File: config.mk
export PLATFORM = sky130hd
export DESIGN_NAME = esr_sq
export DESIGN_NICKNAME = d
export VERILOG_FILES = /design/src/episode_statistics_reduction_assert.svh /design/src/esr_pkg.sv /design/src/esr_sq.sv
export SDC_FILE = /design/constraint.sdc
export NUM_CORES = 2
export LEC_CHECK = 0
export ABC_AREA = 0
export BUFFER_PORTS_ARGS = -buffer_cell sky130_fd_sc_hd__buf_2
export CELL_PAD_IN_SITES_DETAIL_PLACEMENT = 0
export CELL_PAD_IN_SITES_GLOBAL_PLACEMENT = 1
export CORE_UTILIZATION = 47
export CTS_CLUSTER_DIAMETER = 100
export DETAILED_ROUTE_END_ITERATION = 6
export MAX_ROUTING_LAYER = met4
export PLACE_DENSITY = 0.85
export SYNTH_ARGS = -nofsm -noshare
export SYNTH_HDL_FRONTEND = slang
export SYNTH_SLANG_ARGS = --single-unit
File: constraint.sdc
create_clock -name clk -period 8 [get_ports clk]
set_clock_uncertainty 0.15 [all_clocks]
set_input_delay 1.2 -clock clk [delete_from_list [all_inputs] [get_ports clk]]
set_output_delay 1.2 -clock clk [all_outputs]
set_load 0.05 [all_outputs]
File: src/episode_statistics_reduction_assert.svh
// Assertion macros shared by the episode statistics reduction RTL.
`ifndef EPISODE_STATISTICS_REDUCTION_ASSERT_SVH
`define EPISODE_STATISTICS_REDUCTION_ASSERT_SVH

// A condition that must hold at every clock edge outside reset.
`define ESR_ASSERT_HOLDS(label, clk, rst_n, prop) \
    label: assert property (@(posedge clk) disable iff (!rst_n) (prop)) \
        else $error("esr: invariant violated");

// A consequence that must hold in the same cycle as its trigger.
`define ESR_ASSERT_IMP(label, clk, rst_n, ante, cons) \
    label: assert property (@(posedge clk) disable iff (!rst_n) (ante) |-> (cons)) \
        else $error("esr: same-cycle implication violated");

// A consequence that must hold in the cycle after its trigger.
`define ESR_ASSERT_NEXT(label, clk, rst_n, ante, cons) \
    label: assert property (@(posedge clk) disable iff (!rst_n) (ante) |=> (cons)) \
        else $error("esr: next-cycle implication violated");

`endif

File: src/esr_pkg.sv
// Shared constants and types of the episode statistics reduction block.
package esr_pkg;

    localparam int MAX_STEPS = 65536;
    localparam int FRAC_BITS = 16;

    localparam int DATA_W = 32;
    localparam int CNT_W = $clog2(MAX_STEPS + 1);
    localparam int DIV_W = 64;
    localparam int CFG_IDX_W = 1;

    localparam logic [DATA_W-1:0] WEIGHT_HIGH_RESET = 32'd131072;
    localparam logic [DATA_W-1:0] WEIGHT_LOW_RESET = 32'd32768;

    typedef enum logic [CFG_IDX_W-1:0] {
        REG_WEIGHT_HIGH = 1'b0,
        REG_WEIGHT_LOW  = 1'b1
    } cfg_reg_t;

    typedef struct packed {
        logic busy;
        logic done;
    } div_status_t;

endpackage

File: src/esr_sq.sv
// Shared squaring unit with a registered product.
module esr_sq (
    input  logic                            clk,
    input  logic [esr_pkg::DATA_W-1:0]      op,
    output logic [2*esr_pkg::DATA_W-1:0]    square
);
    import esr_pkg::*;

    logic [2*DATA_W-1:0] square_reg;

    always_ff @(posedge clk)
    begin
        square_reg <= {{DATA_W{1'b0}}, op} * {{DATA_W{1'b0}}, op};
    end

    assign square = square_reg;

endmodule

==> impl_metrics.ini <==
[place]
dp_cells = 4616
dp_slack_ps = -633
numPortBuffers = 95
hpwl_mm = 73.2
place_congestion = 0.929

[clocking]
tritoncts = done
clkTransAtPathRegs_ps = 60
htree_levels = 3
cts_buffers = 9
cts_root_buf = clkbuf_16
cts_hold_buf = 0
cts.sinks = 63
clk_path_buf_depth = 2

[run]
max_cap_violations = 0

[layout]
fin_util = 0.579
multiInputGateArea_um2 = 26300
largest_register_ffs = 63
nFillCells = 5587
drive_above_1_share = 0.212
fin_cells = 4651
seqCellArea_um2 = 1260
area_growth_syn_to_layout_pct = 20.7
nets = 4914

[critical_path]
critPathArrivalTime_ps = 8010
crit_fanout = 9
startpoint_type = input port
worst-setup-path-type = input port to register
crit_required_ps = 8110
cp-end-kind = register

[routing]
drc = 0
wirelength_mm = 83.3
final_antenna_net_count = 0
avgViaCountPerCell = 4.97
routedWlPerCell_um = 17.9
drt-initial-drc-count = 1268
dr.pass1.iters = 5
vias = 23100

[min_path]
hold_class = input port to register
min_path_cells = 3

[grt]
grt_pass1_wl_mm = 134
grt.overflow.total = 0
grt_max_degree = 23
track_usage = 0.265
antenna_found_initial = 1
grt_pass1_vias = 25500

[synth]
ys_seq_elements = 63
synth_edf_count = 0
syn_avg_cell_area_um2 = 9.44
synth_cells = 3298
yosys_warnings = 0
syn_nets = 4422
ys_seq_area_frac = 0.0405
synth_common_cells = 971 x inv_1, 792 x fa_1, 299 x ha_1
yosysTopAreaCell = fa_1
ys_async_sr_fraction = 0
yosysTopAreaCellShare = 0.509
synth_flop_cell = dfxtp_1
yosysMostFrequentCell = inv_1
synth_cell_type_count = 74
syn_area_um2 = 31100
synthTopCellsByArea = fa_1 51%, ha_1 12%, inv_1 12%

[sta]
setup_ws_ps = 100
hold_slack_ps = 1340
finalSetupViolations = 0
drv_slew = 0
rsz0062_at_grt = yes
hold_viol = 0
clock.fmax_mhz = 127
post-route-period-util = 0.987
min_period_ps = 7900

[die]
core_area_um2 = 64900
ios = 97
dieArea_um2 = 67300
std_cell_rows = 93
fp.dieW_um = 259
initial_core_util = 0.479
die_h_um = 259

[outcome]
status = finished clean
through the flow:
| stage | instance area, um2 | TNS, ps |
|---|---|---|
| after CTS | 36700 | 0 |
| final | 37600 | 0 |
| after floorplan | 31200 | 0 |
| after detailed placement | 36200 | -10830 |
| after global placement | 36200 | -8870 |
| after global routing | 37600 | -233 |
cells by family after synthesis:
| logic type | count (synthesis) | share of synthesized area |
|---|---|---|
| compound gates | 257 | 0.0582 |
| other cells | 1 | 0.000120 |
| buf+inv | 1107 | 0.134 |
| mux | 3 | 0.00100 |
| fa+ha+maj | 1091 | 0.630 |
| simple gates | 674 | 0.108 |
| flops | 63 | 0.0405 |
| xor+xnor | 102 | 0.0287 |
what timing repair did:
action                     in CTS  in global routing
gates resized for setup        37                187
setup buffers                   0                 14
setup endpoints to repair      14                 29
pin swaps                      10                 97
gates cloned                    0                  4
critical path, stage by stage:
cell	delay, ps
buf_4	170
buf_4	160
and2_1	170
inv_1	70
fa_1	500
fa_1	560
inv_1	50
fa_1	480
fa_1	600
fa_2	460
fa_2	540
fa_1	460
fa_1	600
ha_4	240
a21o_1	200
a21o_1	180
a21oi_1	210
o21ai_0	140
a21oi_1	230
o21ai_4	120
a21bo_1	220
a221oi_2	270
xnor2_1	180
metal layers:
metal	track usage	wire, um	share of wire	up-vias
li1	-	-	-	10600
met1	0.319	32800	0.39	11800
met2	0.472	44300	0.53	568
met3	0.0243	3440	0.041	144
met4	0.0730	2770	0.033	0
met5	-	0	0	-
path summary, 6_finish.rpt:
kind,from,end
max,op[9],square[63]$_DFF_P_
min,op[0],square[0]$_DFF_P_
layout make-up:
type                    count  share of cell area
flip-flops and latches     63              0.0336
diodes                      1           0.0000666
inverters                 971              0.0971
well taps                 855              0.0285
clock inverters             5             0.00153
clock buffers              11             0.00646
multi-input cells        2128               0.700
repair buffers            617               0.133
placed cells by master, fill, tap and decap left out, types with 15 or more instances in the layout:
cell type,synthesis,routed
nand4_1,18,18
buf_12,0,26
fa_2,0,22
a21o_1,35,35
o21ai_0,31,25
and2_1,244,232
a31o_2,15,15
buf_6,0,27
ha_1,299,282
buf_4,2,484
fa_1,792,770
a21oi_1,77,66
xor2_1,49,47
nand2_1,283,270
xnor2_1,53,52
ha_4,0,16
inv_1,971,958
buf_2,10,68
nor2_1,60,52
dfxtp_1,63,63
Power is not shown: default switching activity piles up to over one toggle a cycle in this logic, so the estimate is an artifact.
