<file path="src/episode_statistics_reduction_assert.svh">
// Assertion macros shared by the episode statistics reduction RTL.
`ifndef EPISODE_STATISTICS_REDUCTION_ASSERT_SVH
`define EPISODE_STATISTICS_REDUCTION_ASSERT_SVH

// A condition that must hold at every clock edge outside reset.
`define ESR_ASSERT_HOLDS(label, clk, rst_n, prop) \
    label: assert property (@(posedge clk) disable iff (!rst_n) (prop)) \
        else $error("esr: invariant violated");

// A consequence that must hold in the same cycle as its trigger.
`define ESR_ASSERT_IMP(label, clk, rst_n, ante, cons) \
    label: assert property (@(posedge clk) disable iff (!rst_n) (ante) |-> (cons)) \
        else $error("esr: same-cycle implication violated");

// A consequence that must hold in the cycle after its trigger.
`define ESR_ASSERT_NEXT(label, clk, rst_n, ante, cons) \
    label: assert property (@(posedge clk) disable iff (!rst_n) (ante) |=> (cons)) \
        else $error("esr: next-cycle implication violated");

`endif

</file>
<file path="src/esr_pkg.sv">
// Shared constants and types of the episode statistics reduction block.
package esr_pkg;

    localparam int MAX_STEPS = 65536;
    localparam int FRAC_BITS = 16;

    localparam int DATA_W = 32;
    localparam int CNT_W = $clog2(MAX_STEPS + 1);
    localparam int DIV_W = 64;
    localparam int CFG_IDX_W = 1;

    localparam logic [DATA_W-1:0] WEIGHT_HIGH_RESET = 32'd131072;
    localparam logic [DATA_W-1:0] WEIGHT_LOW_RESET = 32'd32768;

    typedef enum logic [CFG_IDX_W-1:0] {
        REG_WEIGHT_HIGH = 1'b0,
        REG_WEIGHT_LOW  = 1'b1
    } cfg_reg_t;

    typedef struct packed {
        logic busy;
        logic done;
    } div_status_t;

endpackage

</file>
<file path="src/esr_div.sv">
// Bit-serial restoring divider: one quotient bit per cycle.
module esr_div (
    input  logic                        clk,
    input  logic                        rst_n,
    input  logic                        start,
    input  logic [esr_pkg::DIV_W-1:0]   dividend,
    input  logic [esr_pkg::CNT_W-1:0]   divisor,
    output logic [esr_pkg::DIV_W-1:0]   quotient,
    output esr_pkg::div_status_t        status
);
    import esr_pkg::*;

    localparam int ITER_W = $clog2(DIV_W);

    logic [DIV_W-1:0]   quo_reg;
    logic [CNT_W-1:0]   rem_reg;
    logic [CNT_W-1:0]   dvs_reg;
    logic [ITER_W-1:0]  iter_reg;
    logic               busy_reg;
    logic               done_reg;

    logic [CNT_W:0]     rem_shift;
    logic [CNT_W:0]     rem_sub;
    logic               fits;

    always_comb
    begin
        rem_shift = {rem_reg, quo_reg[DIV_W-1]};
        fits = rem_shift >= {1'b0, dvs_reg};
        rem_sub = rem_shift - {1'b0, dvs_reg};
    end

    // The dividend shifts out at the top of quo_reg while quotient bits enter at the bottom.
    always_ff @(posedge clk or negedge rst_n)
    begin
        if (!rst_n)
        begin
            quo_reg <= '0;
            rem_reg <= '0;
            dvs_reg <= '0;
            iter_reg <= '0;
            busy_reg <= 1'b0;
            done_reg <= 1'b0;
        end
        else
        begin
            done_reg <= 1'b0;
            if (start)
            begin
                quo_reg <= dividend;
                rem_reg <= '0;
                dvs_reg <= divisor;
                iter_reg <= ITER_W'(DIV_W - 1);
                busy_reg <= 1'b1;
            end
            else if (busy_reg)
            begin
                quo_reg <= {quo_reg[DIV_W-2:0], fits};
                rem_reg <= fits ? rem_sub[CNT_W-1:0] : rem_shift[CNT_W-1:0];
                if (iter_reg == '0)
                begin
                    busy_reg <= 1'b0;
                    done_reg <= 1'b1;
                end
                else
                begin
                    iter_reg <= iter_reg - 1'b1;
                end
            end
        end
    end

    assign quotient = quo_reg;
    assign status = '{busy: busy_reg, done: done_reg};

endmodule

</file>
<file path="config.mk">
export PLATFORM = sky130hd
export DESIGN_NAME = esr_div
export DESIGN_NICKNAME = d
export VERILOG_FILES = /design/src/episode_statistics_reduction_assert.svh /design/src/esr_pkg.sv /design/src/esr_div.sv
export SDC_FILE = /design/constraint.sdc
export NUM_CORES = 1
export LEC_CHECK = 0
export ABC_CLOCK_PERIOD_IN_PS = 3700
export BUFFER_PORTS_ARGS = -buffer_cell sky130_fd_sc_hd__buf_2
export CAP_MARGIN = 25
export CORE_MARGIN = 1.5
export CORE_UTILIZATION = 42
export DETAILED_ROUTE_END_ITERATION = 8
export MAX_ROUTING_LAYER = met4
export PLACE_DENSITY_LB_ADDON = 0.25
export REMOVE_ABC_BUFFERS = 1
export SETUP_SLACK_MARGIN = 0.02
export SLEW_MARGIN = 20
export SYNTH_ARGS = -nofsm -noshare
export SYNTH_HDL_FRONTEND = slang
export SYNTH_SLANG_ARGS = --single-unit
</file>
<file path="constraint.sdc">
create_clock -name clk -period 3.7 [get_ports clk]
set_clock_uncertainty 0.15 [all_clocks]
set_input_delay 0.37 -clock clk [delete_from_list [all_inputs] [get_ports clk]]
set_output_delay 0.37 -clock clk [all_outputs]
set_load 0.01 [all_outputs]
</file>
==> out/qor.yml, run 1 <==
cts_htree_levels: 3
via_per_inst: 5.11
grt_pass1_wl_um: 22300
area_growth_pct: 21.0
pwr-share-seq_pct: 39.7
synth_cell_types: 45
cts_buffer_depth: 2
holdCritStartpoint: "dividend[26]"
cts_made_buffers: 9
hold_class: "in -> reg"
post-route-period-util_pct: 82.3
worst-path-buf-inv: 1
postCtsResizedCells: 0
clk-insertion-delay-late_ns: 0.35
initial_utilization_pct: 43.6
r2r-end: "rem_reg[7]"
layout-drive-gt1-share_pct: 24.0
worst_setup_path_start_kind: "flip-flop"
r2r_start: "quotient[63]"
synth_seq_cells: 106
power_density_nw_per_um2: 531
peakVddDrop_mv: 0.211
core-area_um2: 12800
report.final.hold_viol_count: 0
drtIter0Drc: 175
sw_frac_of_total_pct: 33.5
path_class: "reg -> reg"
cp-end-kind: "flip-flop"
die_h_um: 118
synth_mux_area_share_pct: 12.1
crit_fanout: 13
finalSetupViolCount: 0
routabilityCongestion: 0.888
critPathTopFamily: "compound AO/OA/AOI/OAI gates"
ant_nets: 0
diodes: 0
synth_simple_gate_area_share_pct: 13.8
status: "completed"
critPathRequiredTime_ns: 3.78
synth.area.top_cells: "dfrtp_1 (47%), mux2i_1 (11%), o21ai_0 (8.4%)"
antenna_found_initial: 0
die-width_um: 118
setup_ws_ns: 0.653
drc: 0
power_switching_mw: 1.20
port-buffer-count: 149
nets: 831
final_cell_mix: "buf_2 (147), nand2_1 (116), dfrtp_1 (105), o21ai_0 (94), mux2i_1 (64)"
slowest_stage: "fa_1"
synth-seq-area-share_pct: 47.4
synthesis.instances: 598
fmax_ghz: 0.328
synth_top_area_share_pct: 47.4
cts.sinks: 106
grt_max_degree: 105
total_power_mw: 3.59
track_usage_pct: 20.0
p_clk_share_pct: 27.9
yosys.area_share.adder_pct: 4.61
ff2ff_setup_slack_ns: 0.65
p_comb_share_pct: 32.4
wl_per_cell_um: 14.5
wl_um: 13100
hold_end: "quotient[26]"
p_int_mw: 2.39
rsz0062_at_grt: "no"
arrival_ns: 3.13
post-dp-hpwl_um: 9210
crit_chain: "inv_1, ha_1, fa_1, nand2b_1, a21oi_1, o2111ai_1, a31oi_4, or2_2, o311ai_0, a311oi_1"
vias: 4621
dr.pass1.iters: 5
syn_avg_cell_area_um2: 9.35
dieArea_um2: 14000
synth_area_um2: 5590
synth_compound_area_share_pct: 16.0
cts_root_buf: "clkbuf_16"
p_leak_nw: 3.68
yosysWarningCount: 0
yosysTopAreaCell: "dfrtp_1"
final_common_cell: "buf_2"
rows: 41
synth_top_family_by_area: "compound AO/OA/AOI/OAI gates"
grt_overflow: 0
cpPeakStageDelay_ns: 0.38
pre_cts_ws_ns: 0.626
place_area_um2: 6440
tightestPinTransition_ns: 0.915
slew_headroom_pct: 39.0
synth_xor_xnor_area_share_pct: 1.88
tritoncts: "yes"
cts.clk_slew.worst_paths_ns: 0.07
fin_area_um2: 6770
maxCapViolations: 0
grt_pass1_vias: 4694
ios: 150
r2r_cells: 10
whs_path_depth: 3
largest_reg_flops: 64
maxSlewViolCount: 0
finalCriticalPeriod_ns: 3.05
## through the flow
stage | util [%] | TNS, ns | hold WS (ns) | std cells
after floorplan | - | -2.16 | -0.0756 | 562
after global placement | 50.2 | 0 | 0.310 | 887
after detailed placement | 50.2 | 0 | 0.307 | 887
after CTS | 52.8 | 0 | 0.0653 | 904
after global routing | 52.8 | 0 | 0.0726 | 904
final | 52.8 | 0 | 0.0766 | 904
## layout make-up
cell class,count,area [µm²]
multi-input cells,432,2700
inverters,24,90.1
repair buffers,154,791
clock inverters,3,43.8
fillers,1218,6060
well taps,172,215
flip-flops and latches,106,2660
clock buffers,13,270
## worst max path at each step
stage                        to  slack (ns)  cells past startpoint         start
finish               rem_reg[7]        0.65                     10  quotient[63]
global placement     rem_reg[1]        0.79                     10  quotient[63]
global route         rem_reg[7]        0.39                     10  quotient[63]
detailed placement   rem_reg[7]        0.63                     10  quotient[63]
CTS                  rem_reg[7]        0.62                     10  quotient[63]
floorplan           iter_reg[5]       -0.52                      4      busy_reg
## synthesized netlist by cell type
master,number
nand3_1,8
xor2_1,5
o2111ai_1,1
o41a_1,1
a21oi_1,15
a31oi_4,1
buf_2,5
or2_2,1
o211ai_1,3
a41oi_1,1
nand2b_1,8
a311o_1,1
a21o_1,2
or3_1,2
mux2i_1,64
nor3_1,6
a21boi_0,1
nor4_1,1
clkbuf_1,26
or4_4,1
xnor2_1,7
nor2_1,31
fa_1,1
a2bb2oi_1,1
inv_1,24
o311ai_0,1
o221ai_1,2
a211oi_1,5
nand4_1,3
mux2_2,3
o21a_1,4
a2111oi_0,1
buf_4,2
nor2b_1,1
and3_1,4
dfrtp_1,106
a311oi_1,10
a31oi_1,4
ha_1,19
o31a_1,1
buf_1,3
nor2_4,1
nand2_1,116
o32ai_1,1
o21ai_0,94
## cells by family after synthesis
kind of cell	Yosys count
AO/OA/AOI/OAI	150
XOR/XNOR	12
adder cells (fa/ha/maj)	20
buffers and inverters	60
flip-flops	106
multiplexers	67
AND/OR/NAND/NOR	183
## metal layers
layer  GRT usage (%)  share of wire, %  vias up
met1            26.4                48     2133
met4            7.15               1.4        0
met5               -                 0        -
li1                -                 -     2331
met3            4.58               6.3       15
met2            30.4                44      142
## worst min-delay path: stages
cell and delay, ns:
buf_2 0.07, nand2_1 0.04, o21ai_0 0.05
## power by group through the flow
stage | clock network (mW) | logic [mW] | registers, mW
2_1_floorplan | 0 | 0.790 | 1.45
5_1_grt | 1.09 | 1.33 | 1.45
3_5_place_dp | 0 | 1.16 | 1.45
3_3_place_gp | 0 | 1.15 | 1.44
4_1_cts | 1.03 | 1.17 | 1.43
6_report | 1.00 | 1.16 | 1.43
## timing repair
action / 4_1_cts / 5_1_grt
hold buffers: 1 / 0
endpoints found under the hold margin: 51 / 0
setup buffers: 0 / 0
Note: power is estimated with default switching activity, not from simulation.
==> run 2: changes to the inputs <==
--- a/config.mk
+++ b/config.mk
@@ -5,7 +5,8 @@
 export SDC_FILE = /design/constraint.sdc
 export NUM_CORES = 1
 export LEC_CHECK = 0
-export ABC_CLOCK_PERIOD_IN_PS = 3700
+export ABC_AREA = 1
+export ABC_CLOCK_PERIOD_IN_PS = 3100
 export BUFFER_PORTS_ARGS = -buffer_cell sky130_fd_sc_hd__buf_2
 export CAP_MARGIN = 25
 export CORE_MARGIN = 1.5
==> constraint.sdc (replaced) <==
create_clock -name clk -period 3.1 [get_ports clk]
set_clock_uncertainty 0.15 [all_clocks]
set_input_delay 0.31 -clock clk [delete_from_list [all_inputs] [get_ports clk]]
set_output_delay 0.31 -clock clk [all_outputs]
set_load 0.01 [all_outputs]
==> run 2 against run 1 <==
Area after synthesis rose by 3.4%. Sequential power rose by 20%. Flip-flop and latch count did not move. Cell count rose by 15%. Combinational power rose by 65%. Core utilization fell by 0.60 points. Worst hold slack got worse by 0.063 ns. Synthesized cell count rose by 22%. First-iteration DRC count rose by 9.7%. Clock power rose by 13%. Register-to-register slack improved by 0.06 ns. Global-route usage rose by 2.1 points. Critical endpoint is now rem_reg[13]. Largest cell class is now flip-flops and latches. Largest power group is now combinational logic.
==> out/qor.yml, run 2 <==
status: "completed"
synth_cell_types: 36
wl_met2_um: 6570
cts_buffer_depth: 2
peakVddDrop_mv: 0.255
wl_um: 14900
drtIter0Drc: 192
largest_reg_flops: 64
area_growth_pct: 20.4
final_cell_mix: "nand2_1 (235), buf_2 (147), inv_1 (111), dfrtp_1 (106), nand3_1 (60)"
p_leak_nw: 3.77
clk-insertion-delay-late_ns: 0.35
cts_htree_levels: 3
rsz0062_at_grt: "no"
synth_seq_cells: 106
cts_made_buffers: 9
cts.clk_slew.worst_paths_ns: 0.07
dpl.cell_count: 1029
ios: 150
grt_overflow: 0
vias: 5278
diodes: 0
grt_pass1_vias: 5189
cts.sinks: 106
initial_utilization_pct: 43.3
maxSlewViolCount: 0
met1_length_um: 7070
finalSetupViolCount: 0
grt_pass1_wl_um: 24900
synth.area.top_cells: "dfrtp_1 (46%), nand2_1 (15%), inv_1 (7.2%)"
synth-edff-count: 0
crit_chain: "ha_1, a21oi_1, a21oi_1, nor2_4, nand2_8, nand2_1, nand2_1, nand2_1, nand2_1"
synth_top_area_share_pct: 45.9
worst_setup_path_start_kind: "flip-flop"
dieArea_um2: 14500
power_density_nw_per_um2: 683
synth-seq-area-share_pct: 45.9
yosysTopAreaCell: "dfrtp_1"
cts_root_buf: "clkbuf_16"
ant_nets: 0
synth_top_cells_by_count: "nand2_1 (235), inv_1 (111), dfrtp_1 (106)"
postCtsResizedCells: 0
synth.most_common_cell: "nand2_1"
tightestPinTransition_ns: 0.615
fmax_ghz: 0.419
port-buffer-count: 149
rows: 42
top_layer_used: "met4"
post-route-period-util_pct: 77.1
final_common_cell: "nand2_1"
synth-main-ff-cell: "dfrtp_1"
hold_class: "in -> reg"
wl_per_cell_um: 14.3
cpPeakStageDelay_ns: 0.44
finalCriticalPeriod_ns: 2.39
synthesis.instances: 729
cp_common_cell: "nand2_1"
track_usage_pct: 22.1
path_class: "reg -> reg"
grt_max_degree: 53
die-width_um: 120
nets: 969
routabilityCongestion: 0.885
yosysWarningCount: 0
maxCapViolations: 0
slowest_stage: "nor2_4"
slew_headroom_pct: 59.0
dr.pass1.iters: 5
finalSetupTns_ns: 0
crit_fanout: 18
syn_avg_cell_area_um2: 7.93
via_per_inst: 5.06
fin_hold_ws_ns: 0.0137
report.final.hold_viol_count: 0
post_layout_nonfiller_instances: 1044
layout-drive-gt1-share_pct: 21.9
async_flop_share_pct: 100
die_h_um: 120
antenna_found_initial: 0
critPathRequiredTime_ns: 3.19
synth_area_um2: 5780
cp-end-kind: "flip-flop"
drc: 0
post-dp-hpwl_um: 10600
arrival_ns: 2.48
tritoncts: "yes"
wl_met3_um: 1010
core-area_um2: 13300
-- run 2: cell count changes after synthesis, sizes merged, moves of 13 or more --
| cell | change |
|---|---|
| inv | +90 |
| mux2i | -64 |
| nand2 | +125 |
| nand3 | +53 |
| o211ai | +13 |
| o21ai | -54 |
| o221ai | +24 |
-- run 2: final timing paths --
path / startpoint / slack (ns) / depth (start not counted) / end
setup / recovery: rem_reg[12] / 0.71 / 9 / rem_reg[13]
hold / removal: divisor[0] / 0.01 / 3 / dvs_reg[0]
min in group asynchronous: rst_n / 0.36 / 2 / rem_reg[7]
setup reg to reg: rem_reg[12] / 0.71 / 9 / rem_reg[13]
max in group asynchronous: rst_n / 1.78 / 3 / rem_reg[6]
hold reg to reg: rem_reg[6] / 0.36 / 2 / rem_reg[6]
-- run 2: kinds of logic (layout without fill, tap and decap cells) --
family | Yosys count | in the layout | synth area share (%)
adders and majority gates | 20 | 20 | 4.46
xor gates and xnor gates | 7 | 7 | 1.06
buffers and inverters | 146 | 285 | 10.2
AOI/OAI and AO/OA | 109 | 109 | 12.8
and+or+nand+nor | 341 | 341 | 25.7
DFF | 106 | 106 | 45.9
-- run 2: critical path, delay by kind of cell, from the launching register on --
family	cells	cell delay, ns
AO/OA/AOI/OAI	2	0.41
flip-flops	1	0.40
AND/OR/NAND/NOR	6	0.96
adder cells (fa/ha/maj)	1	0.36
-- run 2: layout make-up --
class,instances,area (µm²)
clock buffer,9,225
sequential,106,2650
clock inverter,5,62.6
fill,1348,6390
timing repair buffer,157,826
tap,176,220
multi-input combinational,477,2550
inverter,114,428
-- run 2: per-layer routing --
| metal | vias to the layer above | GRT usage [%] |
|---|---|---|
| met4 | 0 | 6.99 |
| met1 | 2479 | 29.7 |
| met5 | - | - |
| met2 | 161 | 33.3 |
| met3 | 20 | 5.42 |
| li1 | 2618 | - |
-- run 2: power breakdown --
group	internal [mW]	total, mW	switching [mW]
sequential	1.58	1.71	0.131
clock	0.623	1.13	0.511
combinational	0.722	1.91	1.19
-- run 2: stage by stage --
step                      util [%]  setup slack, ns  power, mW  area, µm²
after global routing          52.2            0.519       5.13       6960
after detailed placement      49.9            0.705       3.64       6660
after global placement        49.9            0.763       3.63       6660
final                         52.2            0.711       4.76       6960
after floorplan                  -            0.748       3.11       5620
after CTS                     52.2            0.689       4.79       6960
-- run 2: timing repair --
| item | CTS | global route |
|---|---|---|
| endpoints found under the hold margin | 42 | 0 |
| buffers inserted | 0 | 0 |
| hold buffers | 1 | 0 |
==> run 3: changes to the inputs <==
--- a/config.mk
+++ b/config.mk
@@ -6,7 +6,7 @@
 export NUM_CORES = 1
 export LEC_CHECK = 0
 export ABC_AREA = 1
-export ABC_CLOCK_PERIOD_IN_PS = 3100
+export ABC_CLOCK_PERIOD_IN_PS = 2100
 export BUFFER_PORTS_ARGS = -buffer_cell sky130_fd_sc_hd__buf_2
 export CAP_MARGIN = 25
 export CORE_MARGIN = 1.5
==> constraint.sdc (replaced) <==
create_clock -name clk -period 2.1 [get_ports clk]
set_clock_uncertainty 0.15 [all_clocks]
set_input_delay 0.21 -clock clk [delete_from_list [all_inputs] [get_ports clk]]
set_output_delay 0.21 -clock clk [all_outputs]
set_load 0.01 [all_outputs]
==> run 3 against run 2 <==
Clock power rose by 39%. Setup slack got worse by 0.68 ns. Largest power group unchanged. Critical path depth rose by 1. Combinational power rose by 110%. Worst hold slack improved by 0.036 ns. Highest routed layer unchanged. Final area rose by 22%.
==> out/qor.yml, run 3 (synthesized netlist as in run 2, its figures left out) <==
vias: 5957
dr.pass1.iters: 5
crit_chain: "ha_1, buf_4, a21oi_1, o21ai_0, a21oi_2, nand2_1, nand2_1, nand3_1, nand2_1, nand2_1"
peakVddDrop_mv: 0.421
dieArea_um2: 14500
tightestPinTransition_ns: 0.424
cts_htree_levels: 3
post-route-period-util_pct: 98.6
post-dp-hpwl_um: 11300
via_per_inst: 5.10
cts.clk_slew.worst_paths_ns: 0.07
dpl.cell_count: 1058
initial_utilization_pct: 43.3
place_area_um2: 6930
core-area_um2: 13300
fin_util_pct: 63.4
maxCapViolations: 0
arrival_ns: 2.17
rows: 42
tritoncts: "yes"
die-width_um: 120
p_leak_nw: 4.34
routabilityCongestion: 0.916
diodes: 0
drtIter0Drc: 362
p_comb_share_pct: 49.6
use_met2_pct: 40.9
ios: 150
path_class: "reg -> reg"
cpPeakStageDelay_ns: 0.41
finalCriticalPeriod_ns: 2.07
wl_per_cell_um: 15.3
r2r-end: "rem_reg[13]"
layout-drive-gt1-share_pct: 28.7
cts_buffer_depth: 2
grt_pass1_wl_um: 28900
slowest_stage: "dfrtp_1"
hold_class: "in -> async"
r2r_start: "rem_reg[11]"
cp-end-kind: "flip-flop"
worst_setup_path_start_kind: "flip-flop"
final_common_cell: "nand2_1"
pre_cts_ws_ns: -0.0677
p_int_mw: 4.96
ant_nets: 0
cts_made_buffers: 9
track_usage_pct: 25.6
fin_area_um2: 8470
grt_overflow: 0
ff2ff_setup_slack_ns: 0.03
rsz0062_at_grt: "yes"
cts.sinks: 106
critPathRequiredTime_ns: 2.20
busiest_layer: "met2"
cts_root_buf: "clkbuf_16"
port-buffer-count: 149
wl_um: 17900
finalSetupViolCount: 0
die_h_um: 120
grtUsageMet3_pct: 5.19
report.final.hold_viol_count: 0
setup_ws_ns: 0.0293
crit_fanout: 4
p_clk_share_pct: 19.1
drc: 0
grt_use_met1_pct: 33.4
final_cell_mix: "nand2_1 (226), buf_2 (147), inv_1 (105), dfrtp_1 (105), dlygate4sd3_1 (82)"
cp_common_cell: "nand2_1"
largest_reg_flops: 64
maxSlewViolCount: 0
antenna_found_initial: 0
fmax_ghz: 0.483
area_growth_pct: 46.4
slew_headroom_pct: 71.7
status: "completed"
sw_frac_of_total_pct: 39.7
grt_pass1_vias: 6001
r2r_cells: 10
nets: 1092
fin_hold_ws_ns: 0.0497
clk-insertion-delay-late_ns: 0.35
post_layout_nonfiller_instances: 1168
grt_max_degree: 61
power_switching_mw: 3.26
power_density_nw_per_um2: 971
pwr-share-seq_pct: 31.3
## run 3: cell types whose count changed in the layout (fill, tap and decap cells not counted), moves of 8 or more
cell,before,now
dlygate4sd3_1,1,82
buf_4,8,45
ha_1,19,4
ha_4,0,14
nand3_1,60,49
nand2_1,235,226
nand3_2,1,10
nand2_2,3,11
## run 3: cell type report
| type | instances | area (µm²) |
|---|---|---|
| Multi-Input combinational cell | 478 | 2910 |
| Clock buffer | 11 | 233 |
| Clock inverter | 4 | 30.0 |
| Fill cell | 1120 | 4880 |
| Sequential cell | 106 | 2650 |
| Inverter | 114 | 428 |
| Timing Repair Buffer | 279 | 1990 |
| Tap cell | 176 | 220 |
## run 3: what timing repair did
item                                    CTS  global route
endpoints found under the setup margin   16            18
setup buffers                             3             9
pin swaps                                 3            14
endpoints found under the hold margin   187             0
gates cloned                              1             0
hold buffers                             82             0
resized for setup                        12            55
## run 3: routing by layer
metal  vias up  wire length (µm)
met2       221              8550
met3        33              1140
met4         0               352
li1       2877                 -
met1      2826              7830
met5         -                 0
## run 3: worst max path at each step
stage	startpoint	end	slack, ns	depth (start not counted)
global placement	dvs_reg[0]	rem_reg[16]	-0.02	12
finish	rem_reg[11]	rem_reg[13]	0.03	10
global route	dvs_reg[10]	rem_reg[15]	-0.05	13
detailed placement	dvs_reg[0]	rem_reg[16]	-0.07	12
floorplan	busy_reg	iter_reg[2]	-0.25	6
CTS	rem_reg[4]	rem_reg[16]	0.02	14
## run 3: critical path: cells and delay by family (launching register included)
family | cells | cell delay [ns]
compound gates | 3 | 0.58
flops | 1 | 0.41
fa+ha+maj | 1 | 0.35
simple gates | 5 | 0.31
buf+inv | 1 | 0.16
## run 3: through the flow
stage               total power, mW  setup TNS (ns)
floorplan                      4.59           -2.66
global placement               5.72         -0.0222
detailed placement             5.73          -0.108
CTS                            7.60               0
global route                   8.80          -0.204
finish                         8.22               0
## run 3: power by group through the flow
stage	registers, mW	logic (mW)	clock network (mW)
5_1_grt	2.61	4.51	1.69
6_report	2.57	4.08	1.57
4_1_cts	2.54	3.47	1.59
3_5_place_dp	2.55	3.18	0
3_3_place_gp	2.55	3.17	0
2_1_floorplan	2.57	2.02	0
